File: src/hdl/pcli_pkg.sv
// ----------------------------------------------------------------------------
// pcli_pkg
// Shared types and constants for the pixel color layer indexer.
// ----------------------------------------------------------------------------
package pcli_pkg;

    localparam int DEF_TABLE_DEPTH = 16;

    localparam int PIX_W    = 32;   // red, green, blue, alpha
    localparam int LAYER_W  = 4;
    localparam int SEEN_W   = 5;
    localparam int OUT_W    = 16;   // layer_index + colors_seen, byte padded
    localparam int OFLAG_W  = 3;    // has_layer, new_color, overflow

    typedef enum logic [1:0] {
        ST_IDLE,
        ST_LOOK,
        ST_CMP,
        ST_FIN
    } t_state;

    typedef struct packed {
        logic load;      // take the pixel request
        logic rd;        // read table entry at the search index
        logic idx_inc;   // step the search index
        logic fin;       // load the result, append a new color
    } t_cmd;

    typedef struct packed {
        logic transparent;
        logic idx_done;  // search index reached the color count
        logic match;     // entry read last cycle equals the pixel
        logic out_free;  // result register can take a new result
    } t_status;

endpackage

File: src/hdl/pixel_color_layer_indexer.sv
// ----------------------------------------------------------------------------
// pixel_color_layer_indexer
// Assigns each opaque RGBA pixel the index of its color in a table of the
// distinct colors of the current image, in order of first appearance.
// ----------------------------------------------------------------------------
// One pixel request is handled at a time. The table is a single-port memory
// searched one entry at a time, each in a read step and then a compare against
// the registered read data. After the accept, a pixel compares k entries,
// where k is the hit position plus one on a hit, the whole color count on a
// miss, and zero for a transparent pixel. A hit goes from its compare straight
// to the finish; a miss or a transparent pixel goes to the finish from the
// look state. The finish step also waits while an earlier result is
// still stalled in the output register. A new pixel is taken while the
// previous result still waits in the output register. A start flag clears the
// count in the same request; no clearing pass is needed after reset.
module pixel_color_layer_indexer import pcli_pkg::*; #(
    parameter int TABLE_DEPTH = DEF_TABLE_DEPTH
) (
    input  logic               i_clk,
    input  logic               i_rst_n,
    input  logic               s_axis_tvalid,
    output logic               s_axis_tready,
    input  logic [PIX_W-1:0]   s_axis_tdata,   // red, green, blue, alpha
    input  logic               s_axis_tuser,   // start_image
    output logic               m_axis_tvalid,
    input  logic               m_axis_tready,
    output logic [OUT_W-1:0]   m_axis_tdata,   // layer_index, colors_seen, zero pad
    output logic [OFLAG_W-1:0] m_axis_tuser    // has_layer, new_color, overflow
);

    t_cmd    cmd;
    t_status status;

    pcli_ctrl u_ctrl (
        .i_clk      (i_clk),
        .i_rst_n    (i_rst_n),
        .i_in_valid (s_axis_tvalid),
        .o_in_ready (s_axis_tready),
        .i_status   (status),
        .o_cmd      (cmd)
    );

    pcli_dp #(
        .TABLE_DEPTH (TABLE_DEPTH)
    ) u_dp (
        .i_clk       (i_clk),
        .i_rst_n     (i_rst_n),
        .i_cmd       (cmd),
        .o_status    (status),
        .i_pixel     (s_axis_tdata),
        .i_start     (s_axis_tuser),
        .o_out_valid (m_axis_tvalid),
        .i_out_ready (m_axis_tready),
        .o_out_data  (m_axis_tdata),
        .o_out_flags (m_axis_tuser)
    );

endmodule

File: src/hdl/pcli_ctrl.sv
// ----------------------------------------------------------------------------
// pcli_ctrl
// Sequencer for the table search: accept, read and compare entries, finish.
// ----------------------------------------------------------------------------
module pcli_ctrl import pcli_pkg::*; (
    input  logic    i_clk,
    input  logic    i_rst_n,
    input  logic    i_in_valid,
    output logic    o_in_ready,
    input  t_status i_status,
    output t_cmd    o_cmd
);

    t_state r_state;
    t_state n_state;

    always_ff @(posedge i_clk) begin
        if (!i_rst_n) begin
            r_state <= ST_IDLE;
        end else begin
            r_state <= n_state;
        end
    end

    always_comb begin
        n_state    = r_state;
        o_cmd      = '0;
        o_in_ready = 1'b0;
        case (r_state)
            ST_IDLE: begin
                // no request is taken while reset is held
                o_in_ready = i_rst_n;
                if (i_in_valid && i_rst_n) begin
                    o_cmd.load = 1'b1;
                    n_state    = ST_LOOK;
                end
            end
            ST_LOOK: begin
                if (i_status.transparent || i_status.idx_done) begin
                    n_state = ST_FIN;
                end else begin
                    o_cmd.rd = 1'b1;
                    n_state  = ST_CMP;
                end
            end
            ST_CMP: begin
                // a hit leaves the index on the matching entry
                if (i_status.match) begin
                    n_state = ST_FIN;
                end else begin
                    o_cmd.idx_inc = 1'b1;
                    n_state       = ST_LOOK;
                end
            end
            ST_FIN: begin
                if (i_status.out_free) begin
                    o_cmd.fin = 1'b1;
                    n_state   = ST_IDLE;
                end
            end
            default: begin
                n_state = ST_IDLE;
            end
        endcase
    end

endmodule

File: src/hdl/pcli_dp.sv
// ----------------------------------------------------------------------------
// pcli_dp
// Color table memory, search index, color count and result register.
// ----------------------------------------------------------------------------
module pcli_dp import pcli_pkg::*; #(
    parameter int TABLE_DEPTH = DEF_TABLE_DEPTH
) (
    input  logic               i_clk,
    input  logic               i_rst_n,
    input  t_cmd               i_cmd,
    output t_status            o_status,
    input  logic [PIX_W-1:0]   i_pixel,
    input  logic               i_start,
    output logic               o_out_valid,
    input  logic               i_out_ready,
    output logic [OUT_W-1:0]   o_out_data,
    output logic [OFLAG_W-1:0] o_out_flags
);

    localparam int IW = $clog2(TABLE_DEPTH);
    localparam int CW = $clog2(TABLE_DEPTH + 1);
    localparam logic [CW-1:0] DEPTH_C = CW'(TABLE_DEPTH);

    logic [PIX_W-1:0] r_mem [TABLE_DEPTH];
    logic [PIX_W-1:0] r_pixel;
    logic [PIX_W-1:0] r_rd_data;
    logic [CW-1:0]    r_idx;
    logic [CW-1:0]    r_count;
    logic             r_out_valid;
    logic [OUT_W-1:0]   r_out_data;
    logic [OFLAG_W-1:0] r_out_flags;

    logic          opaque;
    logic          found;
    logic          room;
    logic          add;
    logic [CW-1:0] n_count;

    assign opaque = r_pixel[PIX_W-1 -: 8] != 8'd0;
    // search stops short of the count only on a hit
    assign found  = r_idx < r_count;
    assign room   = r_count < DEPTH_C;
    assign add    = opaque && !found && room;
    assign n_count = add ? r_count + CW'(1) : r_count;

    assign o_status.transparent = !opaque;
    assign o_status.idx_done    = !found;
    assign o_status.match       = r_rd_data == r_pixel;
    assign o_status.out_free    = !r_out_valid || i_out_ready;

    always_ff @(posedge i_clk) begin
        if (i_cmd.rd) begin
            r_rd_data <= r_mem[r_idx[IW-1:0]];
        end
        if (i_cmd.fin && add) begin
            r_mem[r_count[IW-1:0]] <= r_pixel;
        end
    end

    always_ff @(posedge i_clk) begin
        if (i_cmd.load) begin
            r_pixel <= i_pixel;
        end
        if (i_cmd.fin) begin
            r_out_data  <= {{(OUT_W - LAYER_W - SEEN_W){1'b0}},
                            SEEN_W'(n_count),
                            (opaque && (found || room)) ? LAYER_W'(r_idx) : LAYER_W'(0)};
            r_out_flags <= {opaque && !found && !room,
                            add,
                            opaque && (found || room)};
        end
    end

    always_ff @(posedge i_clk) begin
        if (!i_rst_n) begin
            r_count     <= '0;
            r_idx       <= '0;
            r_out_valid <= 1'b0;
        end else begin
            if (i_cmd.load) begin
                r_idx <= '0;
                if (i_start) begin
                    r_count <= '0;
                end
            end else if (i_cmd.idx_inc) begin
                r_idx <= r_idx + CW'(1);
            end
            if (i_cmd.fin) begin
                r_count     <= n_count;
                r_out_valid <= 1'b1;
            end else if (i_out_ready) begin
                r_out_valid <= 1'b0;
            end
        end
    end

    assign o_out_valid = r_out_valid;
    assign o_out_data  = r_out_data;
    assign o_out_flags = r_out_flags;

endmodule

File: config.mk
export PLATFORM = sky130hd
export DESIGN_NAME = pixel_color_layer_indexer
export DESIGN_NICKNAME = d
export VERILOG_FILES = /design/src/hdl/pcli_pkg.sv /design/src/hdl/pixel_color_layer_indexer.sv /design/src/hdl/pcli_ctrl.sv /design/src/hdl/pcli_dp.sv
export SDC_FILE = /design/constraint.sdc
export NUM_CORES = 1
export LEC_CHECK = 0
export ABC_AREA = 1
export BUFFER_PORTS_ARGS = -buffer_cell sky130_fd_sc_hd__buf_2
export CORE_UTILIZATION = 35
export DETAILED_ROUTE_END_ITERATION = 8
export GPL_TIMING_DRIVEN = 0
export PLACE_DENSITY = 0.53
export SLEW_MARGIN = 20
export SYNTH_ARGS = -nofsm -noshare
export SYNTH_HDL_FRONTEND = slang
export SYNTH_SLANG_ARGS = --single-unit
File: constraint.sdc
create_clock -name i_clk -period 7 [get_ports i_clk]
set_input_delay 0.7 -clock i_clk [delete_from_list [all_inputs] [get_ports i_clk]]
set_output_delay 0.7 -clock i_clk [all_outputs]
set_load 0.01 [all_outputs]
==> qor.yml, run 1 <==
synth:
  synth-seq-cells: 601
  synth_edf_count: 588
  yosysUniqueCellTypes: 33
  syn_area_per_cell_um2: 13.6
  syn_inst: 1725
  ys_async_sr_fraction_pct: 0
  synthesis.area_um2: 23500
  synthFlopType: "edfxtp_1"
  yosysSeqAreaShare_pct: 76.4
  yosys_warnings: 0
die:
  dieArea_um2: 68100
  die_x_um: 261
  io_pins: 58
  rows: 94
  core_um2: 66100
  die_y_um: 261
  initial_utilization_pct: 35.5
critical_path:
  crit_fanout: 8
  crit_start: "u_dp.r_count[2]"
  timing.rr.start: "u_dp.r_count[2]"
  worstSetupPathType: "flop to flop"
  cpPeakStageDelay_ns: 0.55
  path_cells: "clkbuf_1 > inv_1 > ha_1 > nand2_1 > inv_1 > o21ai_0 > nand3_2 > nand2_4 > nor2_2 > inv_1 > nor3_2 > buf_4 > buf_4 > buf_4 > buf_6"
  required_ns: 7.31
  cp-start-kind: "flop"
  cp-end-kind: "flop"
  cpMaxStageDelayCell: "nor3_2"
  worstPathArrival_ns: 3.78
routing:
  ant_nets: 0
  wl_per_cell_um: 23.7
  num_vias: 14700
  drtPass1Iterations: 9
  routed_wl_um: 66300
  drc: 6
  vias_per_cell: 5.23
  drt_iter0_markers: 1599
global_route:
  overflow: 0
  grt_max_degree: 21
  grt.total_usage_pct: 19.6
  antenna_found_initial: 1
  grt_pass1_vias: 14400
  grt_pass1_wl_um: 95700
timing:
  post-route-min-period_ns: 3.47
  hold_viol: 0
  tightest_slew_ns: 0.994
  max_freq_mhz: 288
  drv_slew: 0
  fin_crit_sh_pct: 49.6
  finalSetupViolCount: 0
  maxSlewHeadroom_pct: 33.7
  rsz0062_at_grt: "false"
  skew_ns: 0.0230
clock_tree:
  hold_buffers: 0
  cts_sinks: 601
  h-tree-depth: 3
  tritoncts: "built"
  root_buffer: "clkbuf_16"
  cts_inserted_buffers: 67
  cts_setup_buffers: 0
  clkLatencyLatePin_ns: 0.60
  ctsLongestPathBuffers: 3
  cts_resized: 0
  clk_pin_slew_ns: 0.06
run_status:
  violations: "design-rule violations"
  outcome: "complete, but fails checks"
finish:
  final_cells: 2803
  syn_to_final_growth_pct: 17.5
  drive_above_1_share_pct: 13.5
  fin_nets: 1935
  fin_util_pct: 41.7
  antennaDiodeCount: 0
min_path:
  min_from: "s_axis_tdata[25]"
  min_path_type: "primary input to flop"
power:
  p_per_area_nw_per_um2: 272
  peakVddDrop_v: 0.000140
  total_power_mw: 7.51
  leakagePower_nw: 9.05
placement:
  dpl.hpwl_um: 44100
  port_buffers: 50
  gp_congestion: 0.794
  dpl.cell_count: 2684
flow_run:
  cap_violations: 0
==> critical path, delay by kind of cell, from the launching register on <==
| family | cells | cell delay [ns] |
|---|---|---|
| and+or+nand+nor | 5 | 1.04 |
| AOI/OAI and AO/OA | 1 | 0.09 |
| DFF | 1 | 0.30 |
| adders and majority gates | 1 | 0.32 |
| buffers and inverters | 8 | 1.41 |
==> flip-flops by register name, indices dropped and copies added, names as in the netlist <==
name              count
u_dp.r_rd_data       32
u_ctrl.r_state        2
u_dp.o_out_valid      1
u_dp.r_pixel         32
u_dp.o_out_data       9
u_dp.o_out_flags      3
u_dp.r_mem          512
u_dp.r_count          5
u_dp.r_idx            5
==> worst paths after layout <==
path | cells after the start | to | slack (ns)
setup / recovery | 15 | u_dp.r_mem[3][11] | 3.53
hold / removal | 1 | u_dp.r_pixel[25] | 0.27
setup reg to reg | 15 | u_dp.r_mem[3][11] | 3.53
hold reg to reg | 2 | u_dp.o_out_valid | 0.49
==> cell usage in the layout (no fill, tap or decap), drive strengths merged, types with 3 or more instances in the layout <==
| cell | count |
|---|---|
| o211ai | 10 |
| o22ai | 73 |
| nand3 | 67 |
| buf | 143 |
| a21oi | 14 |
| conb | 7 |
| nor2 | 298 |
| edfxtp | 588 |
| dfxtp | 13 |
| xor2 | 4 |
| nand2 | 154 |
| o21ai | 258 |
| bufinv | 4 |
| clkinv | 28 |
| xnor2 | 25 |
| inv | 42 |
| ha | 9 |
| o221ai | 55 |
| clkbuf | 139 |
| nor3 | 3 |
==> metrics by stage <==
stage | hold slack, ns | setup slack [ns] | setup TNS [ns] | area, um^2
after floorplan | 0.470 | 2.00 | 0 | 23500
after global placement | 0.491 | -1.65 | -67.47 | 24800
after detailed placement | 0.493 | 3.52 | 0 | 25500
after global routing | 0.260 | 3.25 | 0 | 27600
after CTS | 0.246 | 3.51 | 0 | 27600
final | 0.271 | 3.53 | 0 | 27600
==> synth_stat cells (5+ instances only) <==
cell type	count	area (um^2)
ha_1	9	113
clkbuf_1	55	206
xnor2_1	25	219
nand2_1	152	571
o22ai_1	73	457
buf_4	15	113
o21ai_0	254	1270
nor2_1	295	1110
o211ai_1	10	75.1
edfxtp_1	588	17700
inv_1	37	139
dfxtp_1	13	260
buf_2	31	155
o221ai_1	55	482
nand3_1	66	330
a21oi_1	14	70.1
buf_6	5	56.3
==> metal layers <==
layer  track usage (%)  vias to the layer above  part of all wire (%)
met5                 0                        -                     0
li1                  -                     6709                     -
met1              25.6                     7270                    42
met2              31.9                      561                    47
met4              8.35                        0                   3.6
met3              3.97                      122                   7.2
==> final cells by class <==
cell class	instances	area (um^2)
repair buffers	89	800
flip-flops and latches	601	17900
fillers	6081	38500
well taps	864	1080
inverters	41	159
clock buffers	84	1790
plain buffers	109	542
multi-input cells	980	4990
clock inverters	35	287
==> power breakdown <==
group	leakage [nW]	total (mW)	internal, mW	switching (mW)
registers	5.39	3.99	3.95	0.0399
logic	2.65	0.144	0.0465	0.0980
clock network	1.02	3.38	1.96	1.41
total	9.05	7.51	5.96	1.55
==> logic make-up (layout without fill, tap and decap cells) <==
| kind of cell | after synthesis | count (layout) | share of synthesized area (%) |
|---|---|---|---|
| and+or+nand+nor | 525 | 525 | 8.90 |
| buffers and inverters | 150 | 358 | 2.99 |
| xor gates and xnor gates | 29 | 29 | 1.11 |
| other | 1 | 7 | 0.0160 |
| AOI/OAI and AO/OA | 410 | 410 | 10.1 |
| adders and majority gates | 9 | 9 | 0.480 |
| DFF | 601 | 601 | 76.4 |
No activity file was read; power rests on OpenSTA's default activity.
==> inputs of run 2 (changes only) <==
==> constraint.sdc (replaced) <==
create_clock -name i_clk -period 3.6 [get_ports i_clk]
set_input_delay 0.36 -clock i_clk [delete_from_list [all_inputs] [get_ports i_clk]]
set_output_delay 0.36 -clock i_clk [all_outputs]
set_load 0.01 [all_outputs]
==> run 2 against run 1 <==
The run still ends with design-rule violations left. Global-route usage rose by 0.092 points. Flip-flop and latch count is the same. Core utilization is 0.13 points higher. Die area did not move. Combinational power up 110%. Design area increased by 0.31%. Count of clock-buffer cells in the layout shrank 1. Via count increased by 2.3%. Worst setup slack got worse by 3.3 ns. Wire length grew 0.59%. Clock power is 79% higher. Sequential power increased by 94%.
==> qor.yml, run 2 (synthesis gave the netlist of run 1 again) <==
critical_path:
  cpPeakStageDelay_ns: 0.91  # was 0.55 ns
  cp-end-kind: "flop"  # unchanged
  worstPathArrival_ns: 3.66  # was 3.78 ns
  path_cells: "nor2_1 > nand3_1 > nor2_2 > nor2_2 > nand2_4 > nor2_2 > inv_1 > nor3_2 > buf_4 > buf_4"  # was clkbuf_1 > inv_1 > ha_1 > nand2_1 > inv_1 > o21ai_0 > nand3_2 > nand2_4 > nor2_2 > inv_1 > nor3_2 > buf_4 > buf_4 > buf_4 > buf_6
  cpMostUsedCell: "nor2_2"
  cp-start-kind: "flop"  # unchanged
  worst_r2r_endpoint: "u_dp.r_mem[11][10]"  # was u_dp.r_mem[3][11]
  cpMaxStageDelayCell: "edfxtp_1"  # was nor3_2
  timing.rr.start: "u_dp.r_pixel[28]"  # was u_dp.r_count[2]
  worstSetupPathType: "flop to flop"  # unchanged
  crit_fanout: 19  # was 8
  critical_path_buf_inv_count: 3  # was 8
  required_ns: 3.93  # was 7.31 ns
  critical_path.top_delay_family: "simple AND/OR/NAND/NOR gates"  # was buffers and inverters
  rrSetupSlack_ns: 0.27  # was 3.53 ns
  r2r_cells: 10  # was 15
timing:
  tightest_slew_ns: 1.10  # was 0.994 ns
  maxSlewHeadroom_pct: 26.9  # was 33.7%
  fin_crit_sh_pct: 92.6  # was 49.6%
  max_freq_mhz: 300  # was 288 MHz
  hold_viol: 0  # unchanged
  post-route-min-period_ns: 3.33  # was 3.47 ns
  skew_ns: 0.0170  # was 0.0230 ns
  drv_slew: 0  # unchanged
  rsz0062_at_grt: "false"  # unchanged
  finalSetupTns_ns: 0  # unchanged
  finalSetupViolCount: 0  # unchanged
die:
  core_um2: 66100  # unchanged
  die_y_um: 261  # unchanged
  io_pins: 58  # unchanged
  die_x_um: 261  # unchanged
  rows: 94  # unchanged
  initial_utilization_pct: 35.5  # unchanged
  dieArea_um2: 68100  # unchanged
global_route:
  grt_pass1_vias: 14700  # was 14.4k
  grt.total_usage_pct: 19.7  # was 19.6%
  overflow: 0  # unchanged
  antenna_found_initial: 0  # was 1
  grt_pass1_wl_um: 96900  # was 95700 um
  grt_max_degree: 22  # was 21
finish:
  largest_register_ffs: 512  # unchanged
  drive_above_1_share_pct: 12.5  # was 13.5%
  finalInstanceArea_um2: 27700  # was 27600 um^2
  final_cell_mix: "edfxtp_1, nor2_1, o21ai_0"  # unchanged
  syn_to_final_growth_pct: 17.9  # was 17.5%
  fin_nets: 1957  # was 1935
  fillCellCount: 6094  # was 6081
  antennaDiodeCount: 0  # unchanged
  layout_commonest_cell: "edfxtp_1"  # unchanged
routing:
  drt_iter0_markers: 1498  # was 1599
  vias_per_cell: 5.31  # was 5.23
  ant_nets: 0  # unchanged
  num_vias: 15000  # was 14.7k
  drtPass1Iterations: 7  # was 9
  routed_wl_um: 66700  # was 66300 um
  drc: 5  # was 6
  wl_per_cell_um: 23.6  # was 23.7 um
clock_tree:
  cts_inserted_buffers: 61  # was 67
  cts_sinks: 601  # unchanged
  clk_pin_slew_ns: 0.06  # about the same
  h-tree-depth: 2  # was 3
  ctsLongestPathBuffers: 3  # unchanged
  root_buffer: "clkbuf_16"  # unchanged
  tritoncts: "built"  # unchanged
  clkLatencyLatePin_ns: 0.63  # was 0.60 ns
placement:
  dpl.hpwl_um: 44300  # was 44100 um
  gp_congestion: 0.788  # was 0.794
  port_buffers: 50  # unchanged
  dpl_cell_area_um2: 25400  # was 25500 um^2
power:
  p_per_area_nw_per_um2: 511  # was 272 nW/um^2
  peakVddDrop_v: 0.000408  # was 0.000140 V
  leakagePower_nw: 9.05  # about the same
flow_run:
  cap_violations: 0  # unchanged
run_status:
  outcome: "complete, but fails checks"  # unchanged
  violations: "design-rule violations"  # unchanged
min_path:
  hold-path-endpoint: "u_ctrl.r_state[0]"  # was u_dp.r_pixel[25]
  min_from: "s_axis_tvalid"  # was s_axis_tdata[25]
  min_path_type: "primary input to flop"  # unchanged
  hold_depth: 3  # was 1
## run 2: final cells by class
type                            count  area (um^2)  area share [%]
Sequential cell                   601        17900            64.8
Multi-Input combinational cell    980         5000            18.1
Clock buffer                       83         1700            6.15
Tap cell                          864         1080            3.91
Timing Repair Buffer              117         1070            3.86
Buffer                            109          542            1.96
Clock inverter                     29          185           0.670
Inverter                           41          159           0.575
## run 2: routing by layer
| layer | vias up | track usage [%] | share of wire (%) |
|---|---|---|---|
| met5 | - | 0 | 0 |
| met4 | 0 | 7.52 | 3.4 |
| met3 | 118 | 3.01 | 6.2 |
| met2 | 538 | 32.0 | 47 |
| met1 | 7580 | 26.8 | 43 |
| li1 | 6760 | - | - |
## run 2: per-stage QoR
step	hold WS [ns]	instances	utilization (%)	total power, mW	setup WS [ns]
6_report	0.0609	2824	41.8	14.1	0.267
5_1_grt	0.0634	2824	41.8	14.5	0.0211
4_1_cts	0.0293	2824	41.8	14.2	0.194
3_5_place_dp	0.496	2678	38.5	8.19	0.231
3_3_place_gp	0.486	2645	37.6	8.17	-3.67
2_1_floorplan	0.459	1731	-	8.02	-0.581
## run 2: worst register-to-register path: stages, from the launching register on
cell and delay [ns]:
edfxtp_1 0.91, nor2_1 0.12, nand3_1 0.13, nor2_2 0.10
nor2_2 0.16, nand2_4 0.11, nor2_2 0.16, inv_1 0.12
nor3_2 0.64, buf_4 0.33, buf_4 0.23
## run 2: worst max path at each step
stage	startpoint	endpoint	slack (ns)	depth (start not counted)
final	u_dp.r_pixel[28]	u_dp.r_mem[11][10]	0.27	10
after global routing	u_dp.r_pixel[28]	u_dp.r_mem[11][7]	0.02	10
after CTS	u_dp.r_pixel[28]	u_dp.r_mem[11][7]	0.19	10
after detailed placement	u_dp.r_pixel[28]	u_dp.r_mem[11][11]	0.23	10
after global placement	u_dp.r_count[2]	u_dp.r_mem[3][12]	-3.67	11
after floorplan	u_dp.r_count[2]	u_dp.r_mem[3][0]	-0.58	11
## run 2: report_power, final
group	switching (mW)	internal, mW
sequential	0.0790	7.68
combinational	0.195	0.114
clock	2.64	3.42
total	2.92	11.2
## run 2: timing repair
action	in CTS	in global routing
endpoints found under the hold margin	34	0
hold buffers	34	0
buffers inserted	0	0
resized for setup	0	0
==> inputs of run 3 (changes only) <==
--- a/config.mk
+++ b/config.mk
@@ -11,6 +11,7 @@
 export DETAILED_ROUTE_END_ITERATION = 8
 export GPL_TIMING_DRIVEN = 0
 export PLACE_DENSITY = 0.53
+export SETUP_SLACK_MARGIN = 0.3
 export SLEW_MARGIN = 20
 export SYNTH_ARGS = -nofsm -noshare
 export SYNTH_HDL_FRONTEND = slang
==> run 3 against run 2 <==
The run still ends with design-rule violations left. Flip-flop and latch count unchanged. Final cell count rose by 0.39%. Fmax rose by 6.6%. Core utilization grew 0.26 points. Non-clock buffer count increased by 11. Wire length up 0.63%. Critical path type unchanged.
==> qor.yml, run 3 (synthesis gave the netlist of run 1 again) <==
routing:
  num_vias: 15100  # was 15.0k
  vias_per_cell: 5.31  # about the same
  drc: 10  # was 5
  wl_per_cell_um: 23.7  # was 23.6 um
  ant_nets: 0  # unchanged
  drt_iter0_markers: 1761  # was 1498
  routed_wl_um: 67100  # was 66700 um
  drtPass1Iterations: 7  # unchanged
timing:
  finalSetupTns_ns: 0  # unchanged
  maxSlewHeadroom_pct: 28.4  # was 26.9%
  drv_slew: 0  # unchanged
  fin_crit_sh_pct: 86.9  # was 92.6%
  tightest_slew_ns: 1.07  # was 1.10 ns
  post-route-min-period_ns: 3.13  # was 3.33 ns
  skew_ns: 0.0231  # was 0.0170 ns
  rsz0062_at_grt: "false"  # unchanged
  max_freq_mhz: 320  # was 300 MHz
  setup_ws_ns: 0.473  # was 0.267 ns
  hold_viol: 0  # unchanged
  finalSetupViolCount: 0  # unchanged
power:
  p_per_area_nw_per_um2: 506  # was 511 nW/um^2
  leakagePower_nw: 9.16  # was 9.05 nW
  peakVddDrop_v: 0.000358  # was 0.000408 V
  total_power_mw: 14.1  # about the same
min_path:
  hold-path-endpoint: "u_dp.o_out_valid"  # was u_ctrl.r_state[0]
  hold_depth: 4  # was 3
  min_from: "m_axis_tready"  # was s_axis_tvalid
  min_path_type: "primary input to flop"  # unchanged
clock_tree:
  h-tree-depth: 2  # unchanged
  root_buffer: "clkbuf_16"  # unchanged
  clkLatencyLatePin_ns: 0.64  # was 0.63 ns
  cts_sinks: 601  # unchanged
  clk_pin_slew_ns: 0.06  # about the same
  ctsLongestPathBuffers: 3  # unchanged
  cts_inserted_buffers: 61  # unchanged
  tritoncts: "built"  # unchanged
critical_path:
  timing.rr.start: "u_dp.r_pixel[24]"  # was u_dp.r_pixel[28]
  cp-end-kind: "flop"  # unchanged
  rrSetupSlack_ns: 0.47  # was 0.27 ns
  worst_r2r_endpoint: "u_dp.r_mem[10][14]"  # was u_dp.r_mem[11][10]
  r2r_cells: 9  # was 10
  worstPathArrival_ns: 3.45  # was 3.66 ns
  worstSetupPathType: "flop to flop"  # unchanged
  cpPeakStageDelay_ns: 0.85  # was 0.91 ns
  cpMaxStageDelayCell: "edfxtp_1"  # unchanged
  crit_fanout: 18  # was 19
  critical_path_buf_inv_count: 1  # was 3
  required_ns: 3.93  # about the same
  cpMostUsedCell: "nor2_2"  # unchanged
  cp-start-kind: "flop"  # unchanged
  critical_path.top_delay_family: "simple AND/OR/NAND/NOR gates"  # unchanged
  path_cells: "nor2_1 > nand3_1 > nor2_2 > nor2_2 > nand2_4 > nor2_2 > nand2_1 > nor2_4 > buf_12"  # was nor2_1 > nand3_1 > nor2_2 > nor2_2 > nand2_4 > nor2_2 > inv_1 > nor3_2 > buf_4 > buf_4
die:
  dieArea_um2: 68100  # unchanged
  initial_utilization_pct: 35.5  # unchanged
  rows: 94  # unchanged
  die_x_um: 261  # unchanged
  io_pins: 58  # unchanged
  die_y_um: 261  # unchanged
  core_um2: 66100  # unchanged
placement:
  pre_cts_slack_ns: 0.332  # was 0.231 ns
  port_buffers: 50  # unchanged
  gp_congestion: 0.801  # was 0.788
  dpl.hpwl_um: 44200  # was 44300 um
flow_run:
  cap_violations: 0  # unchanged
global_route:
  grt_max_degree: 20  # was 22
  grt_pass1_vias: 14600  # was 14.7k
  overflow: 0  # unchanged
  antenna_found_initial: 0  # unchanged
  grt_pass1_wl_um: 97700  # was 96900 um
  grt.total_usage_pct: 19.8  # was 19.7%
finish:
  fin_util_pct: 42.1  # was 41.8%
  fin_nets: 1968  # was 1957
  final_cell_mix: "edfxtp_1, nor2_1, o21ai_0"  # unchanged
  drive_above_1_share_pct: 13.1  # was 12.5%
  syn_to_final_growth_pct: 18.6  # was 17.9%
  largest_register_ffs: 512  # unchanged
  layout_commonest_cell: "edfxtp_1"  # unchanged
run_status:
  outcome: "complete, but fails checks"  # unchanged
  violations: "design-rule violations"  # unchanged
==> run 3: cell types whose count changed in the layout (fill, tap and decap cells not counted), sizes merged <==
cell	change
clkbuf	-7
inv	-1
diode	+1
clkinvlp	+2
buf	+12
clkinv	+4
bufinv	+1
dlygate4sd3	-1
==> run 3: layout make-up <==
class | count | area (um^2)
Fill cell | 6071 | 38300
Sequential cell | 601 | 17900
Multi-Input combinational cell | 980 | 5010
Clock buffer | 76 | 1600
Timing Repair Buffer | 128 | 1250
Tap cell | 864 | 1080
Buffer | 109 | 543
Clock inverter | 35 | 253
Inverter | 41 | 159
Antenna cell | 1 | 2.50
==> run 3: how the worst max path moves through the flow <==
stage / startpoint / to / slack [ns] / cells past startpoint
5_1_grt: u_dp.r_count[3] / u_dp.r_mem[0][13] / 0.30 / 11
6_report: u_dp.r_pixel[24] / u_dp.r_mem[10][14] / 0.47 / 9
2_1_floorplan: u_dp.r_count[2] / u_dp.r_mem[11][0] / -0.58 / 11
3_5_place_dp: u_dp.r_count[2] / u_dp.r_mem[7][20] / 0.33 / 15
4_1_cts: u_dp.r_count[2] / u_dp.r_mem[7][23] / 0.33 / 15
3_3_place_gp: u_dp.r_pixel[31] / u_dp.r_mem[11][12] / -3.51 / 8
==> run 3: report_power, final <==
| group | leakage (nW) | internal (mW) | switching (mW) |
|---|---|---|---|
| Clock | 0.901 | 3.35 | 2.66 |
| Sequential | 5.39 | 7.68 | 0.0766 |
| Combinational | 2.87 | 0.117 | 0.199 |
| Total | 9.16 | 11.1 | 2.94 |
==> run 3: repair_timing <==
action,in CTS,in global routing
endpoints found under the setup margin,0,252
hold endpoints to repair,33,0
buffers inserted,0,11
gates resized for setup,0,4
hold buffers,33,0
==> run 3: layer usage <==
layer / routed length, um / vias to the layer above / GRT usage [%]
met3: 4740 / 131 / 3.75
met2: 31000 / 598 / 30.8
met5: 0 / - / 0
met4: 2250 / 0 / 7.44
met1: 29100 / 7542 / 27.7
li1: - / 6783 / -
==> run 3: per-stage QoR <==
stage	hold WS (ns)	std cells	area, um^2
after floorplan	0.459	1731	23500
after global placement	0.493	2645	24900
after detailed placement	0.498	2679	25500
after CTS	0.000980	2823	27700
after global routing	0.0196	2834	27800
final	0.0255	2835	27800
==> run 3: worst reg2reg max path, stage by stage, from the launching register on <==
cell and delay [ns]:
edfxtp_1 0.85, nor2_1 0.09, nand3_1 0.12, nor2_2 0.09
nor2_2 0.17, nand2_4 0.12, nor2_2 0.17, nand2_1 0.27
nor2_4 0.64, buf_12 0.27
